$ cat config.mk
export PLATFORM = sky130hd
export DESIGN_NAME = sparse_polynomial_adder_top
export DESIGN_NICKNAME = d
export VERILOG_FILES = /design/src/rtl/spa_pkg.sv /design/src/rtl/sparse_polynomial_adder_top.sv
export SDC_FILE = /design/constraint.sdc
export NUM_CORES = 2
export LEC_CHECK = 0
export BUFFER_PORTS_ARGS = -buffer_cell sky130_fd_sc_hd__buf_2
export CAP_MARGIN = 20
export CORE_MARGIN = 10
export CORE_UTILIZATION = 60
export DETAILED_ROUTE_END_ITERATION = 12
export PLACE_DENSITY = 0.77
export SYNTH_ARGS = -nofsm -noshare
export SYNTH_HDL_FRONTEND = slang
export SYNTH_SLANG_ARGS = --single-unit
$ cat constraint.sdc
create_clock -name clk -period 8.1 [get_ports clk]
set_clock_uncertainty 0.2 [all_clocks]
set_input_delay 0.81 -clock clk [delete_from_list [all_inputs] [get_ports clk]]
set_output_delay 0.81 -clock clk [all_outputs]
set_load 0.03 [all_outputs]
$ cat src/rtl/spa_pkg.sv
// ============================================================================
// spa_pkg: shared types and constants of the sparse polynomial adder
// Holds the request kinds, the term layout, the control states and the
// saturating coefficient adder.
// ============================================================================
`default_nettype none

package spa_pkg;

  localparam int COEF_W = 32;
  localparam int EXP_W  = 16;

  // Request kinds carried in the input tuser.
  typedef enum logic [1:0] {
    KIND_LOAD_P = 2'd0,
    KIND_LOAD_Q = 2'd1,
    KIND_RUN    = 2'd2,
    KIND_NONE   = 2'd3
  } kind_t;

  // One stored term; the coefficient sits in the low bits.
  typedef struct packed {
    logic [EXP_W-1:0]         exponent;
    logic signed [COEF_W-1:0] coef;
  } term_t;

  // Control states of the merge sequencer.
  typedef enum logic [1:0] {
    ST_IDLE,
    ST_READ,
    ST_MERGE,
    ST_FLUSH
  } state_t;

  // Signed add that clamps to the coefficient range.
  function automatic logic signed [COEF_W-1:0] sat_add(
    input logic signed [COEF_W-1:0] a,
    input logic signed [COEF_W-1:0] b
  );
    logic signed [COEF_W:0] s;
    logic signed [COEF_W-1:0] r;
    s = {a[COEF_W-1], a} + {b[COEF_W-1], b};
    if (s[COEF_W] != s[COEF_W-1]) begin
      r = s[COEF_W] ? {1'b1, {(COEF_W-1){1'b0}}} : {1'b0, {(COEF_W-1){1'b1}}};
    end else begin
      r = s[COEF_W-1:0];
    end
    return r;
  endfunction

endpackage

`default_nettype wire

$ cat src/rtl/sparse_polynomial_adder_top.sv
// ============================================================================
// sparse_polynomial_adder_top: merge-add of two sparse polynomials
// Stores two term lists in small synchronous memories and merges them in
// descending exponent order on a run request.
// ============================================================================
// Usage:
//   Input stream (s_*): tuser selects the request kind: load a term of P,
//   load a term of Q, or run. tdata carries the coefficient and exponent of
//   a load. Loads are taken one per cycle while no run is in progress; a
//   load into a full list is ignored and sets the overflow mark.
//   A run walks both lists with one memory read per list; each merge step
//   reads in ST_READ, then compares and adds in ST_MERGE, and the run
//   finishes with a last ST_READ and ST_FLUSH. Each emitted sum term leaves
//   through a registered output, as does the single empty-marked request of
//   a run without terms.
//   The output stream (m_*) carries one request per sum term, tlast on the
//   final one; a run whose terms all cancel gives one empty-marked request.
//   On a receiver stall, a merge step that must release a held term waits.
//   After a run both lists are empty and the overflow mark is cleared.
//   Reset empties both lists, clears the overflow mark and drops any
//   pending output; stored terms are not cleared.
// ============================================================================
`default_nettype none

module sparse_polynomial_adder_top #(
  parameter int TERMS = 16
) (
  input  wire logic        clk,
  input  wire logic        rst,
  // Input stream.
  input  wire logic        s_tvalid,
  output logic             s_tready,
  input  wire logic [47:0] s_tdata,   // [31:0] term_coef, [47:32] term_exponent
  input  wire logic [1:0]  s_tuser,   // [1:0] kind
  // Output stream.
  output logic             m_tvalid,
  input  wire logic        m_tready,
  output logic [47:0]      m_tdata,   // [31:0] sum_coef, [47:32] sum_exponent
  output logic             m_tlast,
  output logic [1:0]       m_tuser    // [0] empty_res, [1] overflow
);

  localparam int CNT_W = $clog2(TERMS + 1);
  localparam int IDX_W = (TERMS > 1) ? $clog2(TERMS) : 1;
  localparam logic [CNT_W-1:0] CNT_FULL = CNT_W'(TERMS);
  localparam logic [CNT_W-1:0] CNT_ONE  = CNT_W'(1);

  // Term memories.
  spa_pkg::term_t p_mem [TERMS];
  spa_pkg::term_t q_mem [TERMS];
  spa_pkg::term_t p_rd;
  spa_pkg::term_t q_rd;

  // Control and datapath registers.
  spa_pkg::state_t state;
  spa_pkg::state_t state_next;
  logic [CNT_W-1:0] p_count;
  logic [CNT_W-1:0] q_count;
  logic [CNT_W-1:0] p_idx;
  logic [CNT_W-1:0] q_idx;
  logic             dropped;
  logic             hold_valid;
  spa_pkg::term_t   hold_term;
  spa_pkg::term_t   out_term;
  logic             out_last;
  logic             out_empty;
  logic             out_ovf;

  // Combinational controls.
  spa_pkg::kind_t   in_kind;
  spa_pkg::term_t   in_term;
  logic             in_fire;
  logic             p_avail;
  logic             q_avail;
  logic             take_p;
  logic             take_q;
  logic             take_both;
  logic signed [spa_pkg::COEF_W-1:0] sum_coef;
  spa_pkg::term_t   new_term;
  logic             new_emit;
  logic             slot_free;
  logic             merge_go;
  logic             push_hold;
  logic             flush_go;
  logic             run_done;

  assign in_kind = spa_pkg::kind_t'(s_tuser);
  assign in_term = spa_pkg::term_t'(s_tdata);
  assign in_fire = s_tvalid && s_tready;

  // Merge decision on the terms read for the current indexes.
  assign p_avail   = p_idx < p_count;
  assign q_avail   = q_idx < q_count;
  assign take_both = p_avail && q_avail && (p_rd.exponent == q_rd.exponent);
  assign take_p    = p_avail && (!q_avail || (p_rd.exponent > q_rd.exponent));
  assign take_q    = q_avail && (!p_avail || (q_rd.exponent > p_rd.exponent));
  assign sum_coef  = spa_pkg::sat_add(p_rd.coef, q_rd.coef);

  always_comb begin
    new_term = q_rd;
    if (take_both) begin
      new_term.coef     = sum_coef;
      new_term.exponent = p_rd.exponent;
    end else if (take_p) begin
      new_term = p_rd;
    end
  end

  assign new_emit  = !take_both || (sum_coef != '0);
  assign slot_free = !m_tvalid || m_tready;
  assign run_done  = !p_avail && !q_avail;

  // Next state.
  always_comb begin
    state_next = state;
    case (state)
      spa_pkg::ST_IDLE: begin
        if (in_fire && (in_kind == spa_pkg::KIND_RUN)) begin
          state_next = spa_pkg::ST_READ;
        end
      end
      spa_pkg::ST_READ: begin
        state_next = run_done ? spa_pkg::ST_FLUSH : spa_pkg::ST_MERGE;
      end
      spa_pkg::ST_MERGE: begin
        if (merge_go) begin
          state_next = spa_pkg::ST_READ;
        end
      end
      spa_pkg::ST_FLUSH: begin
        if (slot_free) begin
          state_next = spa_pkg::ST_IDLE;
        end
      end
      default: state_next = spa_pkg::ST_IDLE;
    endcase
  end

  // State outputs.
  always_comb begin
    s_tready  = 1'b0;
    merge_go  = 1'b0;
    push_hold = 1'b0;
    flush_go  = 1'b0;
    case (state)
      spa_pkg::ST_IDLE: begin
        s_tready = 1'b1;
      end
      spa_pkg::ST_MERGE: begin
        merge_go  = !(new_emit && hold_valid) || slot_free;
        push_hold = new_emit && hold_valid && slot_free;
      end
      spa_pkg::ST_FLUSH: begin
        flush_go = slot_free;
      end
      default: begin
        s_tready = 1'b0;
      end
    endcase
  end

  // State register.
  always_ff @(posedge clk) begin
    if (rst) begin
      state <= spa_pkg::ST_IDLE;
    end else begin
      state <= state_next;
    end
  end

  // Memory writes on loads, reads at the merge indexes.
  always_ff @(posedge clk) begin
    if (in_fire && (in_kind == spa_pkg::KIND_LOAD_P) && (p_count < CNT_FULL)) begin
      p_mem[p_count[IDX_W-1:0]] <= in_term;
    end
    if (in_fire && (in_kind == spa_pkg::KIND_LOAD_Q) && (q_count < CNT_FULL)) begin
      q_mem[q_count[IDX_W-1:0]] <= in_term;
    end
    p_rd <= p_mem[p_idx[IDX_W-1:0]];
    q_rd <= q_mem[q_idx[IDX_W-1:0]];
  end

  // List counts, overflow mark and merge indexes.
  always_ff @(posedge clk) begin
    if (rst) begin
      p_count <= '0;
      q_count <= '0;
      dropped <= 1'b0;
      p_idx   <= '0;
      q_idx   <= '0;
    end else begin
      if (in_fire && (in_kind == spa_pkg::KIND_LOAD_P)) begin
        if (p_count < CNT_FULL) begin
          p_count <= p_count + CNT_ONE;
        end else begin
          dropped <= 1'b1;
        end
      end
      if (in_fire && (in_kind == spa_pkg::KIND_LOAD_Q)) begin
        if (q_count < CNT_FULL) begin
          q_count <= q_count + CNT_ONE;
        end else begin
          dropped <= 1'b1;
        end
      end
      if (in_fire && (in_kind == spa_pkg::KIND_RUN)) begin
        p_idx <= '0;
        q_idx <= '0;
      end
      if (merge_go) begin
        if (take_p || take_both) begin
          p_idx <= p_idx + CNT_ONE;
        end
        if (take_q || take_both) begin
          q_idx <= q_idx + CNT_ONE;
        end
      end
      if (flush_go) begin
        p_count <= '0;
        q_count <= '0;
        dropped <= 1'b0;
      end
    end
  end

  // One-term hold: a term is released only once the next one is known,
  // so the final term of a run can carry tlast.
  always_ff @(posedge clk) begin
    if (rst) begin
      hold_valid <= 1'b0;
    end else if (flush_go) begin
      hold_valid <= 1'b0;
    end else if (merge_go && new_emit) begin
      hold_valid <= 1'b1;
    end
  end

  always_ff @(posedge clk) begin
    if (merge_go && new_emit) begin
      hold_term <= new_term;
    end
  end

  // Output register.
  always_ff @(posedge clk) begin
    if (rst) begin
      m_tvalid <= 1'b0;
    end else if (push_hold || flush_go) begin
      m_tvalid <= 1'b1;
    end else if (m_tready) begin
      m_tvalid <= 1'b0;
    end
  end

  always_ff @(posedge clk) begin
    if (push_hold) begin
      out_term  <= hold_term;
      out_last  <= 1'b0;
      out_empty <= 1'b0;
      out_ovf   <= dropped;
    end else if (flush_go) begin
      out_term  <= hold_valid ? hold_term : '0;
      out_last  <= 1'b1;
      out_empty <= !hold_valid;
      out_ovf   <= dropped;
    end
  end

  assign m_tdata = out_term;
  assign m_tlast = out_last;
  assign m_tuser = {out_ovf, out_empty};

endmodule

`default_nettype wire
# Word level (Yosys, flattened, before mapping)
# Memories as Yosys holds them, arrays and structs flattened. A register that Yosys moved wholly into a read port is not among the register bits.
# Cells that the tools add are included.
[totals]
wordCells = 109
in_bits = 54
n_memories = 2
reg_bits = 124
mem_bits_rw = 1536
[memory_table]
columns = ["memory", "depth", "width", "read_ports", "rd_ports_with_merged_regs", "wr", "line_no", "source"]
rows = [
  ["p_mem", 16, 48, 1, 1, 1, "sparse_polynomial_adder_top.sv:49", "spa_pkg::term_t p_mem [TERMS];"],
  ["q_mem", 16, 48, 1, 1, 1, "sparse_polynomial_adder_top.sv:50", "spa_pkg::term_t q_mem [TERMS];"],
]
[op_classes]
n_eq_ne = 10
order_cmp = 6
n_addsub = 5
n_mux = 34
n_reduce_logical = 37
[op_table]
columns = ["cell", "n"]
rows = [
  ["two-way mux 48 bit", 5],
  ["two-way mux 32 bit", 2],
  ["adder 32 x 32 -> 33 bit", 1],
  ["> comparator 16 bit", 2],
  ["nonzero test 32 bit", 1],
  ["two-way mux 5 bit", 6],
  ["adder 5 x 1 -> 5 bit, second input constant", 4],
  ["two-way mux 1 bit", 17],
  ["equality test 16 bit", 1],
  ["logical AND 1 bit", 14],
  ["less-than comparator 5 bit", 2],
  ["less-than comparator 5 bit, second input constant", 2],
  ["logical OR 1 bit", 8],
  ["case mux 2 bit (4 select lines)", 1],
  ["equality test 2 bit, second input constant", 3],
  ["zero test 1 bit", 6],
  ["two-way mux 2 bit", 3],
  ["inequality test 2 bit, second input constant", 3],
  ["equality test 2 x 1 -> 1 bit, second input constant", 2],
  ["zero test 2 bit", 2],
  ["AND reduction 2 bit", 2],
  ["nonzero test 2 bit", 2],
  ["AND reduction 3 bit", 1],
  ["OR reduction 2 bit", 1],
  ["inequality test 1 bit", 1],
]

# Depth between registers and ports, before layout
[logic_depth]
word_depth = 11
ltp_mapped = 22
ltp_nobuf = 20

# Worst setup path before layout
# OpenSTA, ideal clock, no wires.
[synth_timing]
path_type = "register to register"
startpoint = "reg, netlist name p_rd[0]"
endpoint = "reg hold_term[0] in the netlist's numbering (enable)"
required_time_ps = 7447
path_stages_with_launch = 21
setup_ps = 453
n_path_buf = 2
arrival_time_ps = 5882
path_slack_ps = 1564
path_cell_list = "dfxtp_1 ha_1 inv_1 fa_1 nand2b_1 a21oi_1 o211ai_1 a2111oi_0 o21bai_1 nand2_1 inv_1 ha_1 clkbuf_1 clkbuf_1 nor2_1 and3_1 a311oi_1 nor2_1 nand4_2 nor2_1 nor2_1"
[synth_between]
elab_chain_cells = 10
word_cells_on_any_way = 11
classes_between = "1 x add/sub; 1 x eq/ne; 3 x mux; 6 x reduce/logical"
[synth_lines]
columns = ["item", "line_no", "source"]
rows = [
  ["adder 32 x 32 -> 33 bit (*)", "spa_pkg.sv:42", "s = {a[COEF_W-1], a} + {b[COEF_W-1], b};"],
  ["two-way mux 32 bit or inequality test 1 bit (tied branches)", "spa_pkg.sv:44, spa_pkg.sv:43", ""],
  ["two-way mux 32 bit (*)", "spa_pkg.sv:43", "if (s[COEF_W] != s[COEF_W-1]) begin"],
  ["nonzero test 32 bit (*)", "sparse_polynomial_adder_top.sv:109", "assign new_emit = !take_both || (sum_coef != '0);"],
  ["logical OR 1 bit (*)", "sparse_polynomial_adder_top.sv:109", ""],
  ["logical AND 1 bit", "sparse_polynomial_adder_top.sv:150", "merge_go = !(new_emit && hold_valid) || slot_free;"],
  ["zero test 1 bit", "sparse_polynomial_adder_top.sv:150", ""],
  ["logical OR 1 bit", "sparse_polynomial_adder_top.sv:150", ""],
  ["two-way mux 1 bit", "sparse_polynomial_adder_top.sv:145", "case (state)"],
  ["logical AND 1 bit (*)", "sparse_polynomial_adder_top.sv:239", "if (merge_go && new_emit) begin"],
  ["end signal, assigned", "sparse_polynomial_adder_top.sv:240", "hold_term <= new_term;"],
  ["end, declared", "sparse_polynomial_adder_top.sv:63", "spa_pkg::term_t hold_term;"],
]
# Every way passes the cells marked *; elsewhere a longest branch is shown, timed or not.
# A chain may end at the register's enable or synchronous reset.

# Final worst setup path
[layout_timing]
startpoint = "reg, netlist name p_rd[0]"
endpoint = "reg out_term (netlist bit m_tdata[6]) (enable)"
[layout_between]
elab_chain_cells = 9
word_cells_on_any_way = 10
classes_between = "1 x add/sub; 1 x eq/ne; 3 x mux; 5 x reduce/logical"
[layout_lines]
columns = ["item", "line_no", "source"]
rows = [
  ["adder 32 x 32 -> 33 bit (*)", "spa_pkg.sv:42", ""],
  ["two-way mux 32 bit or inequality test 1 bit (tied branches)", "spa_pkg.sv:44, spa_pkg.sv:43", ""],
  ["two-way mux 32 bit (*)", "spa_pkg.sv:43", ""],
  ["nonzero test 32 bit (*)", "sparse_polynomial_adder_top.sv:109", ""],
  ["logical OR 1 bit (*)", "sparse_polynomial_adder_top.sv:109", ""],
  ["logical AND 1 bit (*) (2 in series)", "sparse_polynomial_adder_top.sv:151", "push_hold = new_emit && hold_valid && slot_free;"],
  ["two-way mux 1 bit (*)", "sparse_polynomial_adder_top.sv:145", ""],
  ["nonzero test 2 bit (no line) (*)", "-", ""],
  ["end signal, assigned", "sparse_polynomial_adder_top.sv:257", "out_term <= hold_term;"],
  ["end signal, assigned", "sparse_polynomial_adder_top.sv:262", "out_term <= hold_valid ? hold_term : '0;"],
  ["end, declared", "sparse_polynomial_adder_top.sv:64", "spa_pkg::term_t out_term;"],
]
# Marks and branches as above.

==> results.md <==
* Status: finished clean
* Reg2Reg Depth at 21
* CP Launch Type: flip-flop
* Crit path largest cell delay at 920 ps
* Largest net degree at the start of global routing at 65
* Final Power at 18.21 mW
* Number of global-route vias before repair at 34850
* Hold path depth at 2
* Most frequent cells in the layout: edfxtp_1, mux4_2, clkbuf_16, dfxtp_1, buf_2
* Gr usage total at 27.40%
* Crit end category: flip-flop
* Yosys reg bits at 1756
* Leading area contributor after synthesis: edfxtp_1
* Pleak at 23.93 nW
* Final hold viol count at 0
* Core Rows at 123
* Clock buffer depth at 3
* GR Overflow Total at 0
* Most common cell after layout, fill and taps aside: edfxtp_1
* Cells after synthesis at 3151
* H-tree depth at 4
* DRC errors left at 0
* Async set-or-reset flop fraction in the synthesized netlist at 0%
* Hold_buf cts at 0
* PortBufs at 106
* Yosys Warn Count at 0
* Worst slew margin at 21.55%
* CP delay by family, top: simple AND/OR/NAND/NOR gates
* Max IR drop VDD at 0.0002059 V
* Routed WL per cell at 34.70 um
* Final setup violation count at 0
* Unique masters post-synth at 68
* Die W at 356.5 um
* Nets at 3475
* Setup Buffers After CTS at 0
* Worst path depth at 21
* Vias per cell at 6.836
* Layout cells sized above 1 at 28.07%
* CTS tree: done
* Worst endpoint required time at 8370 ps
* Ys flop type: edfxtp_1
* First-pass GRT wire length at 249000 um
* Kind of critical path: reg -> reg
* Top cell type's share of synthesized area at 72.20%
* Total number of vias at 34160
* Worst Path Buf+Inv at 4
* Starting Density at 60.37%
* IO Pins at 107
* DP Wirelength at 96680 um
* Unrepaired setup endpoints after global routing: no
* Critical Path AT at 7470 ps
* Area grow syn2layout at 12.08%
* Num CTS Buffers at 169
* Synthesized area at 67920 um^2
* Maxcap violations at 0
* Crit-path cells: ha_1 -> inv_1 -> fa_1 -> nand2b_1 -> a21oi_1 -> o211ai_1 -> a2111oi_0 -> o21bai_1 -> nand2_1 -> inv_1 -> ha_1 -> buf_4 -> nor2b_1 -> mux2_2 -> nor4b_1 -> and4b_1 -> nand4_2 -> or2_1 -> a21o_1 -> and2_2 -> buf_4
* Actual slew at the worst max-slew pin at 1177 ps
* Worst min path class: in -> reg
* Pwr/cell area at 239.2 nW/um^2
* Post-synth EDFFs at 1633
* Clock tree sinks at 1756
* Resize count post-CTS at 0
* Crit-path max FO at 30
* Worst path slowest cell: a2111oi_0
* Worst skew pair latency at 790 ps
* Slew Limit Fails at 0
* Syn_nets at 3274
* RD Place Congestion at 0.9676
* CORE AREA at 112500 um^2
* Post-route minimum period at 7196 ps
* Iteration count of the initial detailed-routing pass at 5
* Setup TNS at 0 ps
* Initial antenna violation count at 11
* Die area at 127100 um^2
* Syn Area/Cell at 21.55 um^2
* Sequential share of the synthesized area at 75.82%
* Clock root cell: clkbuf_16
* Post-DP Area at 70630 um^2
* Fin area at 76120 um^2
* Detailed Route Iter0 Violations at 4620
* Top cells by area, synth: edfxtp_1, mux4_2, dfxtp_1
* Clock-pin slew on the worst setup and hold paths at 60 ps
* WL final at 173400 um
* Die Y-Extent at 356.5 um
* Achievable frequency at 0.1390 GHz
* Final worst-path cycle share at 88.84%
* Final ANT Viol Nets at 0
## report_power, final
group / internal (mW) / total [mW] / switching [mW] / leakage [nW]
sequential: 9.96 / 9.99 / 0.0343 / 15.8
clock: 4.32 / 7.67 / 3.35 / 2.62
combinational: 0.171 / 0.544 / 0.373 / 5.54
total: 14.5 / 18.2 / 3.76 / 23.9
## cell usage after synthesis (all sizes together) (5+ instances only)
cell,count
a211o,5
a211oi,18
a21boi,5
a21o,16
a21oi,81
a31oi,7
and2,54
buf,43
clkbuf,112
dfxtp,123
edfxtp,1633
ha,68
inv,44
mux2,18
mux2i,30
mux4,480
nand2,66
nand2b,13
nand3,10
nand3b,6
nand4,17
nor2,84
nor2b,18
nor3,41
nor3b,10
o211ai,11
o21a,10
o21ai,39
o31a,6
o31ai,5
or3,5
xnor2,20
xor2,8
## cell type report
cell class,instances,area (um^2)
fillers,6694,36380
inverters,46,177.7
repair buffers,185,1256
diodes,6,15.01
flip-flops and latches,1756,51520
multi-input cells,1194,15910
clock inverters,99,843.3
clock buffers,211,4523
well taps,1500,1877
## per-layer routing
metal  part of all wire [%]  up-vias  routed length [um]  global-route usage, %
met2                     50     2264               86090                  44.20
met3                     10      433               17290                  5.986
met1                     36    17910               62160                  36.17
met4                    4.5        6                7843                  12.06
li1                       -    13540                   -                      -
met5                  0.024        -                  41                      0
## per-stage QoR
step           hold slack, ps  utilization [%]  std cells  setup WS [ps]
2_1_floorplan           209.0                -       3151           1564
3_3_place_gp            252.1            62.70       4671           1225
3_5_place_dp            244.6            62.78       4676           1008
4_1_cts                 164.3            67.55       4986          949.9
5_1_grt                 213.4            67.66       4996          462.6
6_report                209.3            67.66       4997          903.7
## flip-flops by register name (all words and copies together) (netlist names)
name and cells:
dropped 1, hold_term 48, hold_valid 1, m_tdata 48, m_tlast 1, m_tvalid 1, out_empty 1, out_ovf 1
p_count 5, p_idx 5, p_mem 768, p_rd 48, q_count 5, q_idx 5, q_mem 768, q_rd 48
state 2
## worst register-to-register path, cell delays in order, from the launching register on
cell	delay, ps
dfxtp_1	340
ha_1	180
inv_1	60
fa_1	390
nand2b_1	180
a21oi_1	310
o211ai_1	280
a2111oi_0	920
o21bai_1	180
nand2_1	100
inv_1	80
ha_1	760
buf_4	370
nor2b_1	70
mux2_2	280
nor4b_1	390
and4b_1	280
nand4_2	230
or2_1	340
a21o_1	200
and2_2	380
buf_4	350
## final timing paths
path | from | end | slack (ps)
max reg2reg | p_rd[0] | m_tdata[6] | 900
min reg2reg | dropped | out_ovf | 260
max | p_rd[0] | m_tdata[6] | 900
min | rst | p_idx[1] | 210
## kinds of logic after synthesis
logic type | share of synthesized area, %
and+or+nand+nor | 2.524
muxes | 16.66
adders and majority gates | 1.282
xor gates and xnor gates | 0.3611
buffers and inverters | 1.131
DFF | 75.82
AOI/OAI and AO/OA | 2.220
Note: power is estimated with default switching activity, not from simulation.
